--- src/design/bfbc_pkg.sv ---
// shared types and constants for the buddy free block coalescer
package bfbc_pkg;

    localparam int FRAME_W          = 12;
    localparam int ORDER_OUT_W      = 4;
    localparam int COUNT_W          = 13;
    localparam int WIDE_W           = 21;
    localparam int S_TDATA_W        = 16;
    localparam int M_TDATA_W        = 32;
    localparam int FRAME_COUNT_DEF  = 4096;
    localparam int ORDER_LEVELS_DEF = 11;

    localparam logic [COUNT_W-1:0] COUNT_MAX = {COUNT_W{1'b1}};

    typedef struct packed {
        logic                can_try;
        logic [WIDE_W-1:0]   buddy;
        logic [FRAME_W-1:0]  merged_leader;
    } step_t;

    typedef struct packed {
        logic inc;
        logic dec;
    } cnt_op_t;

endpackage

--- src/design/bfbc_step_unit.sv ---
// shared buddy step unit: buddy index, zone bound and top order checks
module bfbc_step_unit #(
    parameter int FRAME_COUNT  = bfbc_pkg::FRAME_COUNT_DEF,
    parameter int ORDER_LEVELS = bfbc_pkg::ORDER_LEVELS_DEF,
    parameter int OW           = 4
) (
    input  logic [bfbc_pkg::FRAME_W-1:0] leader,
    input  logic [OW-1:0]                order,
    output bfbc_pkg::step_t              step
);

    logic [bfbc_pkg::WIDE_W-1:0] bit_mask;
    logic [bfbc_pkg::WIDE_W-1:0] leader_wide;
    logic [bfbc_pkg::WIDE_W-1:0] order_plus;

    always_comb begin
        bit_mask    = bfbc_pkg::WIDE_W'(1) << order;
        leader_wide = bfbc_pkg::WIDE_W'(leader);
        order_plus  = bfbc_pkg::WIDE_W'(order) + bfbc_pkg::WIDE_W'(1);
        step.buddy  = leader_wide ^ bit_mask;
        step.can_try = (order_plus < bfbc_pkg::WIDE_W'(ORDER_LEVELS)) &&
                       (step.buddy < bfbc_pkg::WIDE_W'(FRAME_COUNT));
        step.merged_leader = leader & ~bit_mask[bfbc_pkg::FRAME_W-1:0];
    end

endmodule

--- config.mk ---
export PLATFORM = sky130hd
export DESIGN_NAME = bfbc_step_unit
export DESIGN_NICKNAME = d
export VERILOG_FILES = /design/src/design/bfbc_pkg.sv /design/src/design/bfbc_step_unit.sv
export SDC_FILE = /design/constraint.sdc
export NUM_CORES = 1
export LEC_CHECK = 0
export BUFFER_PORTS_ARGS = -buffer_cell sky130_fd_sc_hd__buf_2
export CAP_MARGIN = 25
export CORE_MARGIN = 2
export CORE_UTILIZATION = 30
export DETAILED_ROUTE_END_ITERATION = 8
export PLACE_DENSITY_LB_ADDON = 0.05
export SKIP_LAST_GASP = 1
export SLEW_MARGIN = 25
export SYNTH_ARGS = -nofsm -noshare
export SYNTH_HDL_FRONTEND = slang
export SYNTH_SLANG_ARGS = --single-unit
export TNS_END_PERCENT = 5
--- constraint.sdc ---
create_clock -name vclk -period 3.6
set_input_delay 0.9 -clock vclk [all_inputs]
set_output_delay 0.9 -clock vclk [all_outputs]
set_load 0.03 [all_outputs]
==> summary.txt <==
Power and ir drop
  • Leak pwr: 0.460 nW
  • Total power per unit cell area: 165 mW/mm^2
  • Peak supply drop: 97.1 uV

STA
  • Final worst setup slack: 0.594 ns
  • Final period utilization: 83.5%
  • Number of failing setup endpoints in the final timing report: 0
  • Clock period minus final worst setup slack: 3.01 ns
  • Number of pins exceeding their max-slew limit in the final report: 0
  • Final Hold Violating Endpoints: 0
  • Worst hold-check slack: 2.18 ns
  • Setup TNS: 0 ns
  • Highest Clock Rate: 333 MHz
  • Unrepaired setup endpoints after global routing: no

Floorplanning
  • Die height: 43.1 um
  • Horizontal extent of the die: between 40 and 50 um
  • CORE AREA: 0.00147 sq mm
  • Top-level port count: 50
  • Overall die area: 0.00186 sq mm
  • Effective utilization at floorplan: 31.2%
  • Number of placement rows: 14

Synthesis
  • Distinct cell type count after synthesis: 16
  • Syn_area_per_cell: 7.29 sq um
  • Gate Count Post-Synth: 63
  • Yosys warning count: 0
  • Proportion of synthesized chip area in sequential cells: 0%
  • Cell area after technology mapping: between 400 and 500 sq um

Global route
  • Initial antenna violation count: 0
  • Overflow left after global routing: 0
  • First-pass GRT wire length: 1.49 mm
  • Largest net degree at the start of global routing: 13
  • Total routing resource utilization after global routing: under 10%
  • Vias in the first global route: 396

Drt
  • Metal-1 WL: 383 um
  • Number of vias in the routed layout: 513
  • Met2 wire length: approximately 460 um
  • Iteration count of the initial detailed-routing pass: 3
  • DRC viols: 0
  • Total met3 wirelength after detailed routing: 103 um
  • First-iteration detailed-routing DRC count: 4
  • Average wire per standard cell: 7.71 um
  • Highest metal used: met3
  • Post-route antenna net violation count: 0
  • Final wirelength: approximately 940 um
  • Via-per-instance ratio: 4.20

Critical path
  • Data arrival time of the critical path: between 2 and 2.5 ns
  • Crit-path max FO: 4
  • Type of destination of the critical path: output port
  • Element type at the critical path start: input pin
  • Critical setup path kind: in2out
  • CP Data Required Time: 2.70 ns

Place
  • Port buffer count: 45
  • Placer congestion estimate: 0.684
  • Cell total after placement: 122
  • Post-DP HPWL: 889 um
  • Dpl ws: 0.590 ns
  • Placed inst area: between 600 and 700 sq um

Clock network
  • PostCTS Resize Cnt: 0
  • Buffers inserted during post-CTS setup optimization: 0
  • Quantity of hold-fixing buffers added after cts: 0

Layout
  • Number of clock buffer instances in the layout: 0
  • Post-Layout Inst Area: 671 sq um
  • Antenna diode instance count: 0
  • Sequential Area: 0 sq um
  • Share of final-layout standard cells stronger than drive strength 1: 45.3%
  • Most frequent standard cell in the layout excluding fill and tap cells: sky130_fd_sc_hd__buf_2
  • Post-route insts no fill: around 120
  • Fill cells: 172
  • Area grow syn2layout: 46.0%
  • NumNets Final: 142
  • Multi-input combinational cell area: 365 sq um
  • Most used cells in the layout excluding fill and tap cells: sky130_fd_sc_hd__buf_2, sky130_fd_sc_hd__ha_1, sky130_fd_sc_hd__inv_1
  • Layout sequential cell count: 0

Run status
  • Result of the run: finished, final reports clean

Flow run
  • Max-cap viol count: 0

Min path
  • Class of the most critical hold timing path: in2out
-- cells by family (layout without fill, tap and decap cells) --
logic type / Yosys count / count (layout) / synth area share, %
AOI/OAI and AO/OA: 3 / 3 / 4.91
adders and majority gates: 18 / 18 / 49.0
buffers and inverters: 22 / 61 / 23.7
other: 1 / 5 / 0.817
and+or+nand+nor: 19 / 19 / 21.5
-- synthesized netlist by cell type (all sizes together) --
cell type,instances,area share (%)
a21o,1,1.6
a2bb2oi,1,1.9
a31oi,1,1.4
and2,1,1.4
and3,3,4.1
buf,6,11
conb,1,0.82
ha,18,49
inv,16,13
nand2,10,8.2
nand2b,2,2.7
nor2,2,3.8
nor2b,1,1.4
-- layer usage --
metal  up-vias  GRT usage, %
li1        272             -
met1       219          12.7
met2        22          17.3
met3         0          1.28
met4         0             0
met5         -             0
-- final cells by class --
| cell class | count | area share [%] |
|---|---|---|
| well taps | 16 | 2.99 |
| repair buffers | 45 | 33.6 |
| inverters | 16 | 8.96 |
| multi-input cells | 45 | 54.5 |
-- critical path, stage by stage --
cell	delay, ns
sky130_fd_sc_hd__buf_2	0.12
sky130_fd_sc_hd__ha_1	0.21
sky130_fd_sc_hd__ha_1	0.28
sky130_fd_sc_hd__inv_1	0.05
sky130_fd_sc_hd__a31oi_1	0.16
sky130_fd_sc_hd__a2bb2oi_1	0.17
sky130_fd_sc_hd__buf_2	0.21
-- where the power goes --
group / switching, mW / leakage (nW) / total, mW / internal (mW)
combinational: 0.0776 / 0.460 / 0.111 / 0.0331
sequential: 0 / 0 / 0 / 0
clock: 0 / 0 / 0 / 0
-- final timing paths --
path      start  endpoint  slack (ns)  depth (start not counted)
max    order[0]  step[33]        0.59                          7
min   leader[5]  step[17]        2.18                          4
-- metrics by stage --
step / util (%) / power [mW]
after floorplan: - / 0.0875
after global placement: 45.6 / 0.111
after detailed placement: 45.6 / 0.112
after CTS: 45.6 / 0.112
after global routing: 45.6 / 0.121
final: 45.6 / 0.111
No activity file was read; power rests on OpenSTA's default activity.
