### src/design/bfbc_pkg.sv
// shared types and constants for the buddy free block coalescer
package bfbc_pkg;

    localparam int FRAME_W          = 12;
    localparam int ORDER_OUT_W      = 4;
    localparam int COUNT_W          = 13;
    localparam int WIDE_W           = 21;
    localparam int S_TDATA_W        = 16;
    localparam int M_TDATA_W        = 32;
    localparam int FRAME_COUNT_DEF  = 4096;
    localparam int ORDER_LEVELS_DEF = 11;

    localparam logic [COUNT_W-1:0] COUNT_MAX = {COUNT_W{1'b1}};

    typedef struct packed {
        logic                can_try;
        logic [WIDE_W-1:0]   buddy;
        logic [FRAME_W-1:0]  merged_leader;
    } step_t;

    typedef struct packed {
        logic inc;
        logic dec;
    } cnt_op_t;

endpackage

### src/design/bfbc_count_file.sv
// per-order free block counters with one shared saturating up/down adder
module bfbc_count_file #(
    parameter int ORDER_LEVELS = bfbc_pkg::ORDER_LEVELS_DEF,
    parameter int OW           = 4
) (
    input  logic                         aclk,
    input  logic                         aresetn,
    input  logic [OW-1:0]                idx,
    input  bfbc_pkg::cnt_op_t            op,
    output logic [bfbc_pkg::COUNT_W-1:0] cnt_new
);

    logic [bfbc_pkg::COUNT_W-1:0] cnt_reg [ORDER_LEVELS];
    logic [bfbc_pkg::COUNT_W-1:0] cur;
    logic [bfbc_pkg::COUNT_W-1:0] delta;
    logic                         hold;

    always_comb begin
        cur     = cnt_reg[idx];
        delta   = op.dec ? bfbc_pkg::COUNT_MAX : bfbc_pkg::COUNT_W'(1);
        hold    = (op.dec && cur == '0) || (!op.dec && cur == bfbc_pkg::COUNT_MAX);
        cnt_new = hold ? cur : cur + delta;
    end

    always_ff @(posedge aclk) begin
        if (!aresetn) begin
            for (int i = 0; i < ORDER_LEVELS; i++) begin
                cnt_reg[i] <= '0;
            end
        end else if (op.inc || op.dec) begin
            cnt_reg[idx] <= cnt_new;
        end
    end

endmodule

### config.mk
export PLATFORM = sky130hd
export DESIGN_NAME = bfbc_count_file
export DESIGN_NICKNAME = d
export VERILOG_FILES = /design/src/design/bfbc_pkg.sv /design/src/design/bfbc_count_file.sv
export SDC_FILE = /design/constraint.sdc
export NUM_CORES = 1
export LEC_CHECK = 0
export ABC_AREA = 1
export BUFFER_PORTS_ARGS = -buffer_cell sky130_fd_sc_hd__buf_2
export CORE_MARGIN = 1.5
export CORE_UTILIZATION = 40
export CTS_CLUSTER_SIZE = 14
export DETAILED_ROUTE_END_ITERATION = 8
export PLACE_DENSITY_LB_ADDON = 0.08
export SYNTH_ARGS = -nofsm -noshare
export SYNTH_HDL_FRONTEND = slang
export SYNTH_SLANG_ARGS = --single-unit
export TNS_END_PERCENT = 30
### constraint.sdc
create_clock -name aclk -period 8.6 [get_ports aclk]
set_input_delay 0.43 -clock aclk [delete_from_list [all_inputs] [get_ports aclk]]
set_output_delay 0.43 -clock aclk [all_outputs]
set_load 0.02 [all_outputs]
==> impl_metrics.yaml <==
drt:
  drc_errors: 0
  wirelength_mm: 30.1
  dr_total_vias: 7752
  wl_per_cell_um: 20.0
  drt_pre_antenna_iters: 5
  drtIter0Drc: 682
  via_per_inst: 5.14
  drtAntennaViolNets: 0
final_layout:
  n_antenna_cell: 0
  drive_gt1_share_pct: 15.8
  fin_cells: 1508
  layout.nets: 1175
  syn2layout_area_growth_pct: 8.19
  largest_register_ffs: 208
  final_area_um2: 11600
yosys:
  synth.most_common_cell: "nand2_1"
  synthesis.area_um2: 10800
  async_reset_ff_share_pct: 0
  synth-edff-count: 195
  syn_inst: 1167
  ys_warn_count: 0
  synth_area_leader_cell: "edfxtp_1"
  synth_seq_cells: 208
  synth-main-ff-cell: "edfxtp_1"
  synth_top_area_share_pct: 54.5
  seq_area_frac_synth_pct: 56.9
  synth_common_cells: "301 x nand2_1, 195 x edfxtp_1, 128 x nor2_1"
  syn_nets: 1187
  syn_avg_cell_area_um2: 9.22
  synth.distinct_cells: 37
  synth.area.top_cells: "edfxtp_1 54%, nand2_1 11%, nand3_1 5.5%"
clocking:
  h-tree-depth: 1
  clk_latency_ps: 530
  cts_root_buf: "clkbuf_16"
  cts_made_buffers: 24
  clock_sinks: 208
  clkSlewWorstSetupHoldPaths_ps: 60
  post-cts-setup-buffers: 0
  cts_tree: "built"
  cts_hold_buf: 0
  cts-resized-gates: 0
  cts_buffer_depth: 3
worst_setup_path:
  critPathCaptureType: "output port"
  required_ps: 8170
  reg2reg_to: "cnt_reg[15][10]"
  critPathLaunchType: "primary input"
  critPathArrivalTime_ps: 4720
  worstRegToRegCells: 17
  timing.rr.start: "cnt_reg[7][0]"
  critPathMaxFanout: 30
  reg2reg_slack_ps: 4900
  crit_type: "primary input to output port"
place:
  dp_hpwl_mm: 18.8
  port_buffers: 20
  place_inst: 1464
  globalplace.congestion: 0.963
  placed_area_um2: 10900
sta:
  max_freq_ghz: 0.194
  worst_clock_skew_ps: 30.1
  setup_viol: 0
  fin_tns_setup_ps: 0
  period_minus_slack_ps: 5150
  tightestPinTransition_ps: 989
  whs_ps: 439
  slew_violations: 0
  post-route-period-util_pct: 59.9
  rsz0062_at_grt: "false"
  finalHoldViolCount: 0
  relSlewSlack_pct: 33.7
power:
  netSwitchingPower_uw: 722
  switching_share_pct: 28.5
  power_per_cell_area_nw_per_um2: 218
  power.internal_mw: 1.81
  ir_worst_vdd_mv: 0.139
  comb_power_share_pct: 16.5
  clkPwrFrac_pct: 37.3
  p_leak_nw: 4.75
  power.share.sequential_pct: 46.1
floorplan:
  dieArea_um2: 27900
  coreArea_um2: 26200
  initial_core_util_pct: 41.0
  die_y_um: 167
  ioPinCount: 21
  num_rows: 59
  die_width_um: 167
outcome:
  status: "complete, no violations"
grt:
  grt_first_pass_wirelength_mm: 46.1
  grt_pass1_vias: 7411
  antenna_found_initial: 0
  grt_use_total_pct: 22.0
  grt_max_degree: 80
  grt_overflow_total: 0
worst_hold_path:
  min_path_cells: 3
  hold_path.startpoint: "aresetn"
  hold_path_end: "cnt_reg[10][10]"
  hold_class: "primary input to register"
flow_run:
  cap_violations: 0
-- critical path: stages --
cell and delay (ps):
buf_2 560, clkinv_1 1000, nand3_1 340, nand3_1 160, nand2_2 170, inv_1 100, fa_1 430, o21ai_0 410
a21oi_1 180, o21bai_1 240, nand2_1 80, nand2_1 70, xnor2_1 120, nand3_1 110, nand2_1 90, inv_1 60
buf_2 150
-- cell families after synthesis --
logic type / after synthesis / synth area share [%]
adder cells (fa/ha/maj): 12 / 1.47
flip-flops: 208 / 56.9
AND/OR/NAND/NOR: 659 / 27.6
buffers and inverters: 195 / 8.75
XOR/XNOR: 8 / 0.652
AO/OA/AOI/OAI: 85 / 4.67
-- power by group through the flow --
stage	Combinational, mW	Sequential [mW]	Clock [mW]
finish	0.420	1.17	0.947
global route	0.464	1.17	1.00
detailed placement	0.421	1.19	0
CTS	0.423	1.17	0.964
global placement	0.425	1.19	0
floorplan	0.301	1.19	0
-- routing by layer --
metal  vias up  part of all wire [%]  track usage (%)
met2       208                    46             35.1
met1      3746                    45             31.0
met4         0                   2.6             6.28
met3        37                   5.9             3.59
met5         -                     0                0
li1       3761                     -                -
-- cell usage in the layout, fill, tap and decap left out, drive strengths merged, types with 2 or more instances in the layout --
| cell | instances |
|---|---|
| clkinv | 10 |
| nand2 | 308 |
| buf | 30 |
| xnor2 | 5 |
| dfxtp | 13 |
| nor2 | 211 |
| a21oi | 21 |
| a211oi | 2 |
| o211ai | 14 |
| ha | 11 |
| o21ai | 40 |
| nand3 | 130 |
| nor3 | 4 |
| or2 | 3 |
| xor2 | 3 |
| edfxtp | 195 |
| o21bai | 7 |
| inv | 126 |
| nand4 | 2 |
| clkbuf | 35 |
-- worst max path at each step --
stage	start	to	slack (ps)
6_report	idx[2]	cnt_new[10]	3450
5_1_grt	idx[2]	cnt_new[10]	3000
4_1_cts	idx[2]	cnt_new[10]	3420
3_5_place_dp	idx[2]	cnt_reg[11][10]	3210
3_3_place_gp	idx[2]	cnt_reg[11][10]	3320
2_1_floorplan	idx[1]	cnt_reg[11][10]	5310
-- final cells by class --
class                      count  area [µm²]
fill                        2563       14600
sequential                   208        6120
multi-input combinational    764        3710
clock buffer                  35         682
inverter                     127         479
tap                          335         419
timing repair buffer          30         178
clock inverter                 9        52.6
-- per-stage QoR --
| stage | worst slack [ps] | utilization, % | power, mW |
|---|---|---|---|
| global placement | 3320 | 41.6 | 1.61 |
| CTS | 3420 | 44.4 | 2.56 |
| floorplan | 5310 | - | 1.49 |
| detailed placement | 3210 | 41.6 | 1.61 |
| finish | 3450 | 44.4 | 2.54 |
| global route | 3000 | 44.4 | 2.64 |
Note: power is estimated with default switching activity, not from simulation.
